**src/sv/priority_task_queue_scheduler_assert.svh**
```systemverilog
// assertion macros for the priority task queue scheduler
`ifndef PRIORITY_TASK_QUEUE_SCHEDULER_ASSERT_SVH
`define PRIORITY_TASK_QUEUE_SCHEDULER_ASSERT_SVH

`ifndef SYNTHESIS
`define PTQS_ASSERT(lbl, prop, msg) \
  lbl: assert property (@(posedge clk_i) disable iff (!rst_ni) prop) else $error(msg);
`define PTQS_ASSERT_ALWAYS(lbl, prop, msg) \
  lbl: assert property (@(posedge clk_i) prop) else $error(msg);
`else
`define PTQS_ASSERT(lbl, prop, msg)
`define PTQS_ASSERT_ALWAYS(lbl, prop, msg)
`endif

`endif

```
**src/sv/ptqs_pkg.sv**
```systemverilog
// types and codes shared by the priority task queue scheduler
package ptqs_pkg;

  typedef enum logic [1:0] {
    STAT_INSERTED = 2'd0,
    STAT_FULL     = 2'd1,
    STAT_SCHED    = 2'd2,
    STAT_EMPTY    = 2'd3
  } status_e;

  localparam logic ACT_INSERT = 1'b0;
  localparam logic ACT_RUN    = 1'b1;

  localparam int unsigned TIME_W = 20;

  typedef struct packed {
    logic [7:0] id;
    logic [3:0] prio;
    logic [9:0] burst;
  } entry_t;

  typedef struct packed {
    logic       action;
    logic [7:0] task_id;
    logic [3:0] priority_req;
    logic [9:0] burst;
  } item_t;

  typedef struct packed {
    status_e     status;
    logic [7:0]  out_task_id;
    logic [3:0]  out_priority;
    logic [9:0]  out_burst;
    logic [14:0] start_time;
    logic [14:0] finish_time;
    logic [19:0] turnaround_sum;
    logic [19:0] wait_sum;
    logic [5:0]  task_count;
    logic        last;
  } result_t;

  typedef struct packed {
    logic insert;
    logic shift;
  } cell_ctrl_t;

endpackage

```
**src/sv/priority_task_queue_scheduler.sv**
```systemverilog
// priority task queue scheduler top level
//
// Command channel: an item on item_i is taken at a clock edge with start_i
// high and busy_o low. action insert places the task in a chain of slots
// kept sorted by descending priority, first in first out among equals; the
// status result (inserted, or full and dropped) appears on result_o with
// valid_o in the next cycle, and busy_o stays low, so inserts go one a cycle.
// action run drains the chain head first: busy_o is high while the queued
// tasks drain and one scheduled-task result leaves per cycle, each registered
// from a run-state cycle; the last carries the turnaround and wait sums
// and the task count, and the queue is then empty. A run on an empty queue
// gives one empty result in the next cycle.
// Throughput is set by the drain shift of the slot chain: one entry a cycle.
// Each result is on result_o for one cycle marked by valid_o; the receiver
// cannot stall it. Reset empties the queue and drops any run in progress.
`include "priority_task_queue_scheduler_assert.svh"

module priority_task_queue_scheduler #(
  parameter int unsigned QUEUE_DEPTH = 32
) (
  input  logic              clk_i,
  input  logic              rst_ni,
  input  logic              start_i,
  output logic              busy_o,
  input  ptqs_pkg::item_t   item_i,
  output logic              valid_o,
  output ptqs_pkg::result_t result_o
);

  localparam int unsigned CNT_W = $clog2(QUEUE_DEPTH + 1);

  typedef enum logic [1:0] {
    ST_IDLE = 2'b01,
    ST_RUN  = 2'b10
  } state_e;

  state_e                      state_q, state_d;
  logic [CNT_W-1:0]            count_q, count_d;
  logic [CNT_W-1:0]            served_q, served_d;
  logic [ptqs_pkg::TIME_W-1:0] t_q, t_d;
  logic [ptqs_pkg::TIME_W-1:0] wsum_q, wsum_d;
  logic [ptqs_pkg::TIME_W-1:0] tsum_q, tsum_d;
  logic                        valid_q, valid_d;
  ptqs_pkg::result_t           result_q, result_d;

  logic                        accept;
  logic                        ins_xfer;
  logic                        ins_ack;
  logic                        full;
  logic [ptqs_pkg::TIME_W-1:0] finish;
  ptqs_pkg::cell_ctrl_t        ctrl;
  ptqs_pkg::entry_t            new_entry;
  ptqs_pkg::entry_t            entry_w [QUEUE_DEPTH];
  logic [QUEUE_DEPTH-1:0]      keep_w;
  logic [QUEUE_DEPTH-1:0]      occupied;

  assign busy_o   = (state_q == ST_RUN);
  assign accept   = start_i && !busy_o;
  assign ins_xfer = accept && (item_i.action == ptqs_pkg::ACT_INSERT);
  assign ins_ack  = valid_o && ((result_o.status == ptqs_pkg::STAT_INSERTED) ||
                                (result_o.status == ptqs_pkg::STAT_FULL));
  assign full     = (count_q >= CNT_W'(QUEUE_DEPTH));
  assign valid_o  = valid_q;
  assign result_o = result_q;

  assign new_entry.id    = item_i.task_id;
  assign new_entry.prio  = item_i.priority_req;
  assign new_entry.burst = item_i.burst;

  assign ctrl.insert = ins_xfer && !full;
  assign ctrl.shift  = (state_q == ST_RUN);

  for (genvar i = 0; i < QUEUE_DEPTH; i++) begin : g_cell
    ptqs_pkg::entry_t prev_entry;
    ptqs_pkg::entry_t next_entry;
    logic             prev_keep;

    assign occupied[i] = (CNT_W'(i) < count_q);

    if (i == 0) begin : g_head
      assign prev_keep  = 1'b1;
      assign prev_entry = '0;
    end else begin : g_body
      assign prev_keep  = keep_w[i-1];
      assign prev_entry = entry_w[i-1];
    end

    if (i == QUEUE_DEPTH - 1) begin : g_tail
      assign next_entry = '0;
    end else begin : g_mid
      assign next_entry = entry_w[i+1];
    end

    ptqs_cell u_cell (
      .clk_i        (clk_i),
      .rst_ni       (rst_ni),
      .ctrl_i       (ctrl),
      .new_entry_i  (new_entry),
      .occupied_i   (occupied[i]),
      .prev_keep_i  (prev_keep),
      .prev_entry_i (prev_entry),
      .next_entry_i (next_entry),
      .keep_o       (keep_w[i]),
      .entry_o      (entry_w[i])
    );
  end

  assign finish = t_q + ptqs_pkg::TIME_W'(entry_w[0].burst);

  always_comb begin
    state_d  = state_q;
    count_d  = count_q;
    served_d = served_q;
    t_d      = t_q;
    wsum_d   = wsum_q;
    tsum_d   = tsum_q;
    valid_d  = 1'b0;
    result_d = result_q;
    unique case (state_q)
      ST_IDLE: begin
        if (accept) begin
          valid_d  = 1'b1;
          result_d = '0;
          if (item_i.action == ptqs_pkg::ACT_INSERT) begin
            if (full) begin
              result_d.status = ptqs_pkg::STAT_FULL;
            end else begin
              result_d.status = ptqs_pkg::STAT_INSERTED;
              count_d         = count_q + CNT_W'(1);
            end
          end else if (count_q == '0) begin
            result_d.status = ptqs_pkg::STAT_EMPTY;
            result_d.last   = 1'b1;
          end else begin
            valid_d  = 1'b0;
            state_d  = ST_RUN;
            served_d = '0;
            t_d      = '0;
            wsum_d   = '0;
            tsum_d   = '0;
          end
        end
      end
      ST_RUN: begin
        valid_d                = 1'b1;
        result_d               = '0;
        result_d.status        = ptqs_pkg::STAT_SCHED;
        result_d.out_task_id   = entry_w[0].id;
        result_d.out_priority  = entry_w[0].prio;
        result_d.out_burst     = entry_w[0].burst;
        result_d.start_time    = t_q[14:0];
        result_d.finish_time   = finish[14:0];
        wsum_d                 = wsum_q + t_q;
        tsum_d                 = tsum_q + finish;
        t_d                    = finish;
        served_d               = served_q + CNT_W'(1);
        count_d                = count_q - CNT_W'(1);
        if (count_q == CNT_W'(1)) begin
          result_d.turnaround_sum = tsum_d[19:0];
          result_d.wait_sum       = wsum_d[19:0];
          result_d.task_count     = 6'(served_d);
          result_d.last           = 1'b1;
          state_d                 = ST_IDLE;
        end
      end
      default: begin
        state_d = ST_IDLE;
      end
    endcase
  end

  always_ff @(posedge clk_i or negedge rst_ni) begin
    if (!rst_ni) begin
      state_q  <= ST_IDLE;
      count_q  <= '0;
      served_q <= '0;
      t_q      <= '0;
      wsum_q   <= '0;
      tsum_q   <= '0;
      valid_q  <= 1'b0;
    end else begin
      state_q  <= state_d;
      count_q  <= count_d;
      served_q <= served_d;
      t_q      <= t_d;
      wsum_q   <= wsum_d;
      tsum_q   <= tsum_d;
      valid_q  <= valid_d;
    end
  end

  always_ff @(posedge clk_i) begin
    result_q <= result_d;
  end

  `PTQS_ASSERT(a_count_bound, (count_q <= CNT_W'(QUEUE_DEPTH)), "queue count beyond depth")
  `PTQS_ASSERT(a_run_nonempty, (busy_o |-> (count_q != '0)), "run with empty queue")
  `PTQS_ASSERT(a_run_emits, (busy_o |=> valid_o), "run cycle without result")
  `PTQS_ASSERT(a_insert_ack, (ins_xfer |=> ins_ack), "insert without status result")
  `PTQS_ASSERT(a_last_idle, ((valid_o && result_o.last) |-> !busy_o), "busy after last result")

endmodule

```
**src/sv/ptqs_cell.sv**
```systemverilog
// one slot of the sorted task chain
module ptqs_cell (
  input  logic                 clk_i,
  input  logic                 rst_ni,
  input  ptqs_pkg::cell_ctrl_t ctrl_i,
  input  ptqs_pkg::entry_t     new_entry_i,
  input  logic                 occupied_i,
  input  logic                 prev_keep_i,
  input  ptqs_pkg::entry_t     prev_entry_i,
  input  ptqs_pkg::entry_t     next_entry_i,
  output logic                 keep_o,
  output ptqs_pkg::entry_t     entry_o
);

  ptqs_pkg::entry_t entry_q, entry_d;

  assign keep_o  = occupied_i && (entry_q.prio >= new_entry_i.prio);
  assign entry_o = entry_q;

  always_comb begin
    entry_d = entry_q;
    if (ctrl_i.shift) begin
      entry_d = next_entry_i;
    end else if (ctrl_i.insert && !keep_o) begin
      entry_d = prev_keep_i ? new_entry_i : prev_entry_i;
    end
  end

  always_ff @(posedge clk_i or negedge rst_ni) begin
    if (!rst_ni) begin
      entry_q <= '0;
    end else begin
      entry_q <= entry_d;
    end
  end

endmodule

```
**config.mk**
```make
export PLATFORM = sky130hd
export DESIGN_NAME = priority_task_queue_scheduler
export DESIGN_NICKNAME = d
export VERILOG_FILES = /design/src/sv/ptqs_pkg.sv /design/src/sv/priority_task_queue_scheduler.sv /design/src/sv/ptqs_cell.sv
export VERILOG_INCLUDE_DIRS = /design/src /design/src/sv
export SDC_FILE = /design/constraint.sdc
export NUM_CORES = 2
export LEC_CHECK = 0
export ABC_AREA = 1
export ABC_CLOCK_PERIOD_IN_PS = 16200
export BUFFER_PORTS_ARGS = -buffer_cell sky130_fd_sc_hd__buf_2
export CAP_MARGIN = 20
export CELL_PAD_IN_SITES_DETAIL_PLACEMENT = 0
export CELL_PAD_IN_SITES_GLOBAL_PLACEMENT = 1
export CORE_MARGIN = 10
export CORE_UTILIZATION = 52
export CTS_CLUSTER_SIZE = 28
export DETAILED_ROUTE_END_ITERATION = 6
export GPL_TIMING_DRIVEN = 0
export PLACE_DENSITY = 0.95
export SLEW_MARGIN = 20
export SYNTH_ARGS = -nofsm -noshare
export SYNTH_HDL_FRONTEND = slang
export SYNTH_SLANG_ARGS = --single-unit
```
**constraint.sdc**
```tcl
create_clock -name clk_i -period 16.2 [get_ports clk_i]
set_input_delay 3.24 -clock clk_i [delete_from_list [all_inputs] [get_ports clk_i]]
set_output_delay 3.24 -clock clk_i [all_outputs]
set_load 0.005 [all_outputs]
```
==> impl_metrics.csv <==
group,metric,value,unit
final_layout,final_cells,8079,
timing,rsz0062_at_grt,"false",
synth,syn_area_per_cell,7.83,um2
synth,synthTopCellsByCount,"nand2_1 (1742), dfrtp_1 (778), o21ai_0 (657), a21oi_1 (611), o211ai_1 (536)",
synth,synth-seq-area-share,44.6,%
synth,yosysMostFrequentCell,"nand2_1",
die,initial_core_util,52.3,%
timing,hold_slack,0.484,ns
synth,syn_nets,6652,
synth,synth_edf_count,101,
timing,maxSlewViolCount,0,
placement,io_buffers,127,
worst_setup_path,cpPeakStageDelay,1.16,ns
synth,synth_warnings,0,
clocking,clk_latency,0.71,ns
synth,yosys_register_bits,880,
pwr,power_frac_seq,46.3,%
final_layout,fillers,8859,
placement,dp_hpwl,179000,um
clocking,cts_resized,0,
timing,max_slew_margin,10.4,%
worst_setup_path,worst-setup-path-type,"in -> reg",
worst_setup_path,critPathLaunchType,"primary input",
placement,dp_cells,7877,
worst_setup_path,crit_chain,"buf_2 -> clkinv_1 -> clkbuf_4 -> buf_16 -> ha_1 -> inv_1 -> o21bai_1 -> nand3_1 -> nand3_1 -> nand2_1 -> o21ai_2 -> inv_1 -> clkbuf_1 -> o211ai_1 -> nand2_1",
detailed_routing,drcViolationCount,3,
synth,yosysTopAreaCell,"dfrtp_1",
timing,timing.final.crit_share,46.7,%
synth,synth_top_area_share,38.6,%
synth,synthCells,6445,
timing,period_minus_slack,7.56,ns
detailed_routing,wl,244000,um
clocking,cts_tree,"built",
synth,yosysUniqueCellTypes,48,
final_layout,drive_gt1_share,9.00,%
die,die_width,332,um
clocking,clkTransAtPathRegs,0.06,ns
global_route,use_met3,14.9,%
run_status,violations,"design-rule violations",
global_route,grt_overflow_total,0,
detailed_routing,ant_nets,0,
timing,finalWorstSetupSlack,8.64,ns
run_status,status,"complete, but fails checks",
global_route,grt_max_degree,130,
synth,synthTopCellsByArea,"dfrtp_1 (39%), nand2_1 (13%), o211ai_1 (8.0%)",
clocking,hold_buffers,0,
clocking,cts_max_path_buffers,3,
synth,syn_area,50500,um2
clocking,htreeDepth,3,
clocking,cts-buffers-inserted,97,
global_route,gr-usage-met2,60.5,%
worst_setup_path,endpoint_kind,"flop",
die,core,96600,um2
synth,async_flop_share,88.5,%
clocking,cts_setup_buffers,0,
pwr,leakagePower,0.0263,uW
die,num_rows,114,
timing,fmax,132,MHz
global_route,grt.busiest_layer,"met2",
timing,tightest_slew,1.34,ns
die,fp.dieH,332,um
pwr,p_int,3620,uW
pwr,p_total,4820,uW
worst_setup_path,slowest_stage,"clkinv_1",
detailed_routing,vias,52920,
placement,place_ws,8.39,ns
clocking,cts_root_buf,"clkbuf_16",
synth,ys.flop_type,"dfrtp_1",
pwr,peakVddDrop,0.0000721,V
global_route,antenna_found_initial,26,
timing,setup_violations,0,
detailed_routing,first_pass_iters,7,
pwr,swShare,24.8,%
flow_run,maxCapViolCount,0,
final_layout,final_nets,6907,
pwr,p_sw,1200,uW
detailed_routing,wl_per_cell,30.2,um
placement,gp_congestion,1.05,
die,dieArea,110000,um2
timing,hold_viol_final,0,
pwr,p_per_area,84.8,nW/um2
hold_path,min_path_type,"reg -> reg",
clocking,cts_sinks,880,
pwr,clkPwrFrac,48.6,%
detailed_routing,viasPerCell,6.55,
final_layout,synthToLayoutAreaGrowth,12.5,%
global_route,use_met1,53.3,%
timing,finalClockSkew,0.0176,ns
global_route,grt_pass1_vias,49283,
worst_setup_path,required,16.79,ns
worst_setup_path,arrival,8.15,ns
global_route,grt.total_usage,42.5,%
die,num_io_pins,129,
worst_setup_path,cp_max_fo,32,
global_route,grt_pass1_wl,346000,um
pwr,p_comb_share,5.2,%
detailed_routing,drtIter0Drc,7264,
-- final timing paths --
| kind | from | to | slack (ns) | cells past startpoint |
|---|---|---|---|---|
| hold / removal | g_cell[31].u_cell.entry_o[21]$_DFFE_PN0P_ | g_cell[31].u_cell.entry_o[21]$_DFFE_PN0P_ | 0.48 | 2 |
| setup / recovery | item_i[11] | g_cell[7].u_cell.entry_o[2]$_DFFE_PN0P_ | 8.64 | 15 |
| hold reg to reg | g_cell[31].u_cell.entry_o[21]$_DFFE_PN0P_ | g_cell[31].u_cell.entry_o[21]$_DFFE_PN0P_ | 0.48 | 2 |
| max in group asynchronous | rst_ni | g_cell[16].u_cell.entry_o[5]$_DFFE_PN0P_ | 11.73 | 4 |
| setup reg to reg | state_q[0]$_DFFE_PN1P_ | g_cell[19].u_cell.entry_o[9]$_DFFE_PN0P_ | 11.47 | 10 |
| min in group asynchronous | rst_ni | wsum_q[14]$_DFFE_PN0P_ | 2.41 | 1 |
-- cell usage in the layout, fill, tap and decap left out, types with 245 or more instances in the layout --
master,instances
dfrtp_1,778
o21ai_0,657
a21oi_1,611
o211ai_1,536
buf_2,250
clkbuf_1,275
nand2_1,1742
nand3_1,245
inv_1,266
nor2_1,401
-- flip-flops by register name (all words and copies together) (netlist names) --
name / flops
tsum_q: 20
t_q: 20
wsum_q: 20
valid_o: 1
count_q: 6
state_q: 2
g_cell.u_cell.entry_o: 704
served_q: 6
result_o: 101
-- power by group through the flow --
stage,combinational [uW],sequential [uW],clock (uW)
final,249,2230,2340
after global routing,250,2230,2410
after CTS,233,2230,2320
after detailed placement,232,2270,0
after global placement,211,2270,0
after floorplan,61.3,2270,0
-- layout make-up --
type	count	area, um2	area share (%)
Timing Repair Buffer	156	1350	2.37
Clock buffer	135	2790	4.90
Inverter	317	1200	2.11
Buffer	465	2070	3.64
Tap cell	1276	1600	2.81
Antenna cell	27	67.6	0.119
Sequential cell	880	22500	39.7
Multi-Input combinational cell	4783	24800	43.6
Clock inverter	40	455	0.802
-- worst max-delay path, delay by kind of cell --
kind,cells,cell delay (ns)
adder cells (fa/ha/maj),1,0.40
AO/OA/AOI/OAI,3,0.66
AND/OR/NAND/NOR,4,0.76
buffers and inverters,7,2.95
-- metrics by stage --
step	cell area, um2	utilization (%)	setup TNS [ns]
finish	56800	58.8	0
global route	56700	58.8	0
CTS	56700	58.8	0
detailed placement	53500	55.4	0
global placement	52700	54.6	-4317.75
floorplan	50500	-	0
-- kinds of logic after synthesis --
group / Yosys count / synth area share [%]
flip-flops: 880 / 44.6
AO/OA/AOI/OAI: 2048 / 23.8
buffers and inverters: 782 / 6.34
AND/OR/NAND/NOR: 2512 / 20.0
adder cells (fa/ha/maj): 181 / 4.53
XOR/XNOR: 42 / 0.729
-- metal layers --
| layer | vias up | share of wire, % |
|---|---|---|
| met4 | 22 | 8.2 |
| met3 | 972 | 13 |
| met2 | 3837 | 41 |
| met5 | - | 0.053 |
| li1 | 22778 | - |
| met1 | 25311 | 37 |
Note: power is estimated with default switching activity, not from simulation.
